$ cat src/hw/rtl/wfme_pkg.sv
package wfme_pkg;

    // Largest maze side and the flat store that it needs
    localparam int MAX_SIDE = 64;
    localparam int CELLS    = MAX_SIDE * MAX_SIDE;
    localparam int IDX_W    = $clog2(CELLS);
    localparam int CNT_W    = IDX_W + 1;

    // Fixed field widths
    localparam int POS_W  = 7;
    localparam int TIME_W = 16;

    // Configuration register indexes
    localparam logic [1:0] REG_GRID_SIDE = 2'd0;
    localparam logic [1:0] REG_START_ROW = 2'd1;
    localparam logic [1:0] REG_START_COL = 2'd2;

    // Headings
    localparam logic [1:0] HEAD_E = 2'd0;
    localparam logic [1:0] HEAD_N = 2'd1;
    localparam logic [1:0] HEAD_W = 2'd2;
    localparam logic [1:0] HEAD_S = 2'd3;

    // Commands from controller to datapath
    typedef struct packed {
        logic load;
        logic init;
        logic addr;
        logic read;
        logic eval;
    } t_cmd;

    // Status from datapath to controller
    typedef struct packed {
        logic last;
        logic finish;
    } t_sts;

    function automatic logic [POS_W-1:0] row_next(input logic [POS_W-1:0] r,
                                                  input logic [1:0] h);
        logic [POS_W-1:0] res;
        case (h)
            HEAD_N:  res = r - POS_W'(1);
            HEAD_S:  res = r + POS_W'(1);
            default: res = r;
        endcase
        return res;
    endfunction

    function automatic logic [POS_W-1:0] col_next(input logic [POS_W-1:0] c,
                                                  input logic [1:0] h);
        logic [POS_W-1:0] res;
        case (h)
            HEAD_E:  res = c + POS_W'(1);
            HEAD_W:  res = c - POS_W'(1);
            default: res = c;
        endcase
        return res;
    endfunction

    function automatic logic on_grid(input logic [POS_W-1:0] r,
                                     input logic [POS_W-1:0] c,
                                     input logic [POS_W-1:0] side);
        return (r != '0) && (r <= side) && (c != '0) && (c <= side);
    endfunction

    // Flat index offset of one step in heading h (two's complement)
    function automatic logic [CNT_W-1:0] idx_off(input logic [1:0] h,
                                                 input logic [POS_W-1:0] side);
        logic [CNT_W-1:0] res;
        case (h)
            HEAD_E:  res = CNT_W'(1);
            HEAD_N:  res = -CNT_W'(side);
            HEAD_W:  res = '1;
            HEAD_S:  res = CNT_W'(side);
            default: res = '0;
        endcase
        return res;
    endfunction

    function automatic logic [POS_W-1:0] clamp_side(input logic [POS_W-1:0] s);
        logic [POS_W-1:0] res;
        res = s;
        if (s == '0) res = POS_W'(1);
        if (s > POS_W'(MAX_SIDE)) res = POS_W'(MAX_SIDE);
        return res;
    endfunction

    function automatic logic [POS_W-1:0] clamp_pos(input logic [POS_W-1:0] v,
                                                   input logic [POS_W-1:0] side);
        logic [POS_W-1:0] res;
        res = v;
        if (v == '0) res = POS_W'(1);
        if (v > side) res = side;
        return res;
    endfunction

endpackage

$ cat src/hw/rtl/wfme_ctrl.sv
module wfme_ctrl (
    input  logic          i_clk,
    input  logic          i_rst_n,
    input  logic          i_in_valid,
    output logic          o_in_stall,
    output logic          o_out_valid,
    input  logic          i_out_stall,
    input  wfme_pkg::t_sts i_sts,
    output wfme_pkg::t_cmd o_cmd
);
    import wfme_pkg::*;

    typedef enum logic [2:0] {
        ST_LOAD,
        ST_INIT,
        ST_ADDR,
        ST_READ,
        ST_EVAL
    } t_state;

    t_state r_state;
    logic   r_out_valid;
    logic   w_accept;

    // Hold the map input while walking, or when the final cell would meet a full output
    assign o_in_stall  = (r_state != ST_LOAD) || (r_out_valid && i_sts.last);
    assign w_accept    = i_in_valid && !o_in_stall;
    assign o_out_valid = r_out_valid;

    always_comb begin
        o_cmd      = '0;
        o_cmd.load = w_accept;
        o_cmd.init = (r_state == ST_INIT);
        o_cmd.addr = (r_state == ST_ADDR);
        o_cmd.read = (r_state == ST_READ);
        o_cmd.eval = (r_state == ST_EVAL);
    end

    always_ff @(posedge i_clk) begin
        if (!i_rst_n) begin
            r_state     <= ST_LOAD;
            r_out_valid <= 1'b0;
        end else begin
            if (r_out_valid && !i_out_stall) r_out_valid <= 1'b0;
            case (r_state)
                ST_LOAD: begin
                    if (w_accept && i_sts.last) r_state <= ST_INIT;
                end
                ST_INIT: r_state <= ST_ADDR;
                ST_ADDR: r_state <= ST_READ;
                ST_READ: r_state <= ST_EVAL;
                ST_EVAL: begin
                    if (i_sts.finish) begin
                        r_state     <= ST_LOAD;
                        r_out_valid <= 1'b1;
                    end else begin
                        r_state <= ST_ADDR;
                    end
                end
                default: r_state <= ST_LOAD;
            endcase
        end
    end

endmodule

$ cat config.mk
export PLATFORM = sky130hd
export DESIGN_NAME = wfme_ctrl
export DESIGN_NICKNAME = d
export VERILOG_FILES = /design/src/hw/rtl/wfme_pkg.sv /design/src/hw/rtl/wfme_ctrl.sv
export SDC_FILE = /design/constraint.sdc
export NUM_CORES = 1
export LEC_CHECK = 0
export ABC_AREA = 1
export ABC_CLOCK_PERIOD_IN_PS = 2400
export BUFFER_PORTS_ARGS = -buffer_cell sky130_fd_sc_hd__buf_2
export CORE_AREA = 2 2 39 41
export CTS_BUF_LIST = sky130_fd_sc_hd__clkbuf_8
export DETAILED_ROUTE_END_ITERATION = 8
export DIE_AREA = 0 0 41 43
export PLACE_DENSITY = 0.47
export SLEW_MARGIN = 10
export SYNTH_ARGS = -nofsm -noshare
export SYNTH_HDL_FRONTEND = slang
export SYNTH_SLANG_ARGS = --single-unit
$ cat constraint.sdc
create_clock -name i_clk -period 2.4 [get_ports i_clk]
set_clock_uncertainty 0.05 [all_clocks]
set_input_delay 0 -clock i_clk [delete_from_list [all_inputs] [get_ports i_clk]]
set_output_delay 0 -clock i_clk [all_outputs]
set_load 0.005 [all_outputs]
### Word-level counts from Yosys, hierarchy flattened

Cells that the tools add are included.

* register bits after elaboration: 4
* bits in latches: 0
* RAM bits: 0
* memory bits (read-only): 0
* input bits: 6
* output and inout port bits: 7
* word-level logic and storage cells: 22
* memories: 0

* add/sub/neg operators: 0
* multiply operators: 0
* div/mod/pow operators: 0
* order comparisons: 0
* equality and inequality tests: 5
* shifts and indexed selects: 0
* mux-type cells: 6
* bitwise operators: 0
* reduce and logical (&&, ||, !) cells: 9

Operator list (count)
* $pmux 3 s5: 1
* $eq 3x2->1 const B: 2
* $logic_and 1x1->1: 4
* $eq 3x1->1 const B: 1
* $eq 3x3->1 const B: 1
* $logic_not 3->1: 1
* $mux 1: 3
* $mux 3: 1
* $reduce_bool 3->1: 1
* $logic_not 1->1: 2
* $mux 2: 1
* $ne 2x2->1 const B: 1
* $logic_or 1x1->1: 1

### Longest topological paths before layout

* depth after elaboration: 7
* gate-level depth with buffers: 5
* mapped depth without buffers: 5

### Least setup slack after synthesis

Ideal clock, no wire load.

* path kind: reg2reg
* start point: reg r_state[2]
* end point: reg r_state[0]
* library setup time: 0.115 ns
* arrival: 0.708 ns
* required time: 2.235 ns
* path slack: 1.527 ns
* stages on the path, launching flop included: 5
* buffers on the path: 0
* period minus slack after synthesis: 0.873 ns
* path through: dfxtp_1 -> nor2_2 -> nand2_1 -> a31oi_1 -> nor2_1

* longest elaborated chain between the ends: 6
* elaborated cells on any way between the ends: 12
* those cells by class: 5 x eq/ne; 1 x mux; 6 x reduce/logical

Ends and longest elaborated chain
* start, declared: line wfme_ctrl.sv:21 `t_state r_state;`
* start signal, assigned: line wfme_ctrl.sv:41 `r_state <= ST_LOAD;`
* start signal, assigned: line wfme_ctrl.sv:47 `if (w_accept && i_sts.last) r_state <= ST_INIT;`
* start signal, assigned: line wfme_ctrl.sv:49 `ST_INIT: r_state <= ST_ADDR;`
* $reduce_bool 3->1: line wfme_ctrl.sv:26 `assign o_in_stall = (r_state != ST_LOAD) || (r_out_valid && i_sts.last);`
* $logic_or 1x1->1: line wfme_ctrl.sv:26
* $logic_not 1->1: line wfme_ctrl.sv:27 `assign w_accept = i_in_valid && !o_in_stall;`
* $logic_and 1x1->1: line wfme_ctrl.sv:27
* $logic_and 1x1->1: line wfme_ctrl.sv:47
* $ne 2x2->1 (no source line)

Parallel ways exist; a longest one is shown, timed or not.
A chain may end at the register's enable or synchronous reset.

### Final worst setup path

Same ends and word-level chain as after synthesis.

==> metrics.cfg <==
[sta]
hold_viol=0
tns_ns=0
worst_slew_pin_slew_ns=0.166
slew_headroom_pct=88.9
drv_slew=0
rsz0062_at_grt=no
timing.fmax_mhz=670
min_period_over_period_pct=62.2
setup_violations=0
post-route-min-period_ns=1.49

[status]
status=complete, no violations

[setup_path]
crit_arrival_ns=1.54
path_class=flip-flop to flip-flop
start_kind=flip-flop
crit_required_ns=2.45
cp_max_fo=4
end_kind=flip-flop

[synth]
synth-seq-area-share_pct=36.0
synth-seq-cells=4
syn_area_um2=223
synth.avg_cell_area_um2=6.55
syn-instance-count=34
yosys_warnings=0
syn_nets=40
synthDistinctLibCells=13

[drt]
drc=0
vias=247
first_iter_violations=0
vias_per_cell=3.69
wl_um=507
dr.pass1.iters=1
wire_per_inst_um=7.57
ant_nets=0

[pwr]
pwr-share-clk_pct=48.8
p_seq_share_pct=28.1
total_power_uw=282
p_int_uw=212
switchingPower_uw=70.6
comb_power_share_pct=23.1
sw_frac_of_total_pct=25.0
p_per_area_mw_per_mm2=770
vdd_drop_max_v=0.000203
power.leakage_nw=0.217

[grt]
grt_pass1_wl_um=765
grt_pass1_vias=222
gr-total-overflow=0
grt_usage_pct=7.02
antenna_found_initial=0
grt_max_degree=5

[floorplan]
core_area_mm2=0.00138
fp.dieArea_mm2=0.00176
die_w_um=41
die_y_um=43
io_pins=13
row_count=14
start_util_pct=16.1

[layout]
drive_gt1_share_pct=43.1
nets=59
diodes=0
utilization_pct=26.5
fin_area_um2=367
area_growth_pct=64.6

[cts]
cts_buffers=3
clk_pin_slew_ns=0.03
clk_path_buf_depth=2
root_buffer=clkbuf_8
cts_num_sinks=4
h-tree-depth=1
post_cts_buffers=0
ctsHoldBuffers=3
cts_resized=0
cts_tree=yes
clk-insertion-delay-late_ns=0.21

[placement]
hpwlAfterDp_um=431
numPortBuffers=12
place_congestion=0.581
placed_cell_area_um2=295

[run]
drv_cap=0

[worst_hold_path]
hold_class=input port to flip-flop

-- stage by stage --
stage | instances | worst slack [ns] | hold WS [ns]
floorplan | 34 | 1.53 | 0.0762
global placement | 61 | 1.48 | 0.206
detailed placement | 61 | 1.46 | 0.201
CTS | 67 | 0.916 | 0.0255
global route | 67 | 0.855 | 0.0408
finish | 67 | 0.908 | 0.0332
-- cells in the mapped netlist --
cell type	instances	area share, %
nor2_2	2	5.6
a21oi_1	1	2.2
inv_2	2	3.4
inv_1	7	12
a21oi_2	1	3.9
nand2_2	2	5.6
nor2_1	3	5.1
a31oi_1	1	2.8
nand2_1	6	10
nand3_1	3	6.7
o211ai_1	1	3.4
dfxtp_1	4	36
buf_4	1	3.4
-- state kept, by name, indices dropped and copies added, names as in the netlist --
signal / flops
r_state: 3
o_out_valid: 1
-- worst max-delay path, cell delays in order (launching register included) --
cell and delay (ns):
dfxtp_1 0.33, nor2_2 0.18, nand2_1 0.07, a31oi_1 0.15, nor2_1 0.06, dlygate4sd3_1 0.55
-- power groups by stage --
stage          sequential (mW)  combinational [mW]  clock (mW)
6_report                0.0793              0.0652       0.138
5_1_grt                 0.0798              0.0757       0.147
4_1_cts                 0.0795              0.0664       0.144
3_5_place_dp            0.0804              0.0602           0
3_3_place_gp            0.0804              0.0601           0
2_1_floorplan           0.0792              0.0418           0
-- routing by layer --
layer | wire, µm | global-route usage, % | share of wire, %
met2 | 240 | 10.0 | 47
met4 | 5 | 8.00 | 0.99
met5 | 0 | 0 | 0
met1 | 209 | 6.41 | 41
met3 | 52 | 3.14 | 10
-- layout make-up --
class                   instances  area, µm²
clock buffers                   3       41.3
fillers                       164       1020
inverters                       9       33.8
multi-input cells              20        101
flip-flops and latches          4       80.1
well taps                      16       20.0
repair buffers                 15       90.1
-- layout by cell type, fill, tap and decap left out --
| cell | Yosys | final |
|---|---|---|
| a21oi_1 | 1 | 1 |
| a21oi_2 | 1 | 1 |
| a31oi_1 | 1 | 1 |
| buf_2 | 0 | 12 |
| clkbuf_8 | 0 | 3 |
| dfxtp_1 | 4 | 4 |
| dlygate4sd3_1 | 0 | 3 |
| inv_1 | 7 | 7 |
| inv_2 | 2 | 2 |
| nand2_1 | 6 | 6 |
| nand2_2 | 2 | 2 |
| nand3_1 | 3 | 3 |
| nor2_1 | 3 | 3 |
| nor2_2 | 2 | 2 |
| o211ai_1 | 1 | 1 |
-- cell families (layout without fill, tap and decap cells) --
kind of cell / after synthesis / after routing / share of synthesized area, %
compound gates: 4 / 4 / 12.4
buf+inv: 10 / 27 / 18.5
flops: 4 / 4 / 36.0
simple gates: 16 / 16 / 33.1
-- final timing paths --
kind	from	end	slack [ns]	depth (start not counted)
min	i_sts[0]	o_out_valid$_SDFF_PN0_	0.03	3
max reg2reg	r_state[2]$_SDFFE_PN0P_	r_state[0]$_SDFFE_PN0P_	0.91	5
min reg2reg	o_out_valid$_SDFF_PN0_	o_out_valid$_SDFF_PN0_	0.43	2
max	r_state[2]$_SDFFE_PN0P_	r_state[0]$_SDFFE_PN0P_	0.91	5
No activity file was read; power rests on OpenSTA's default activity.
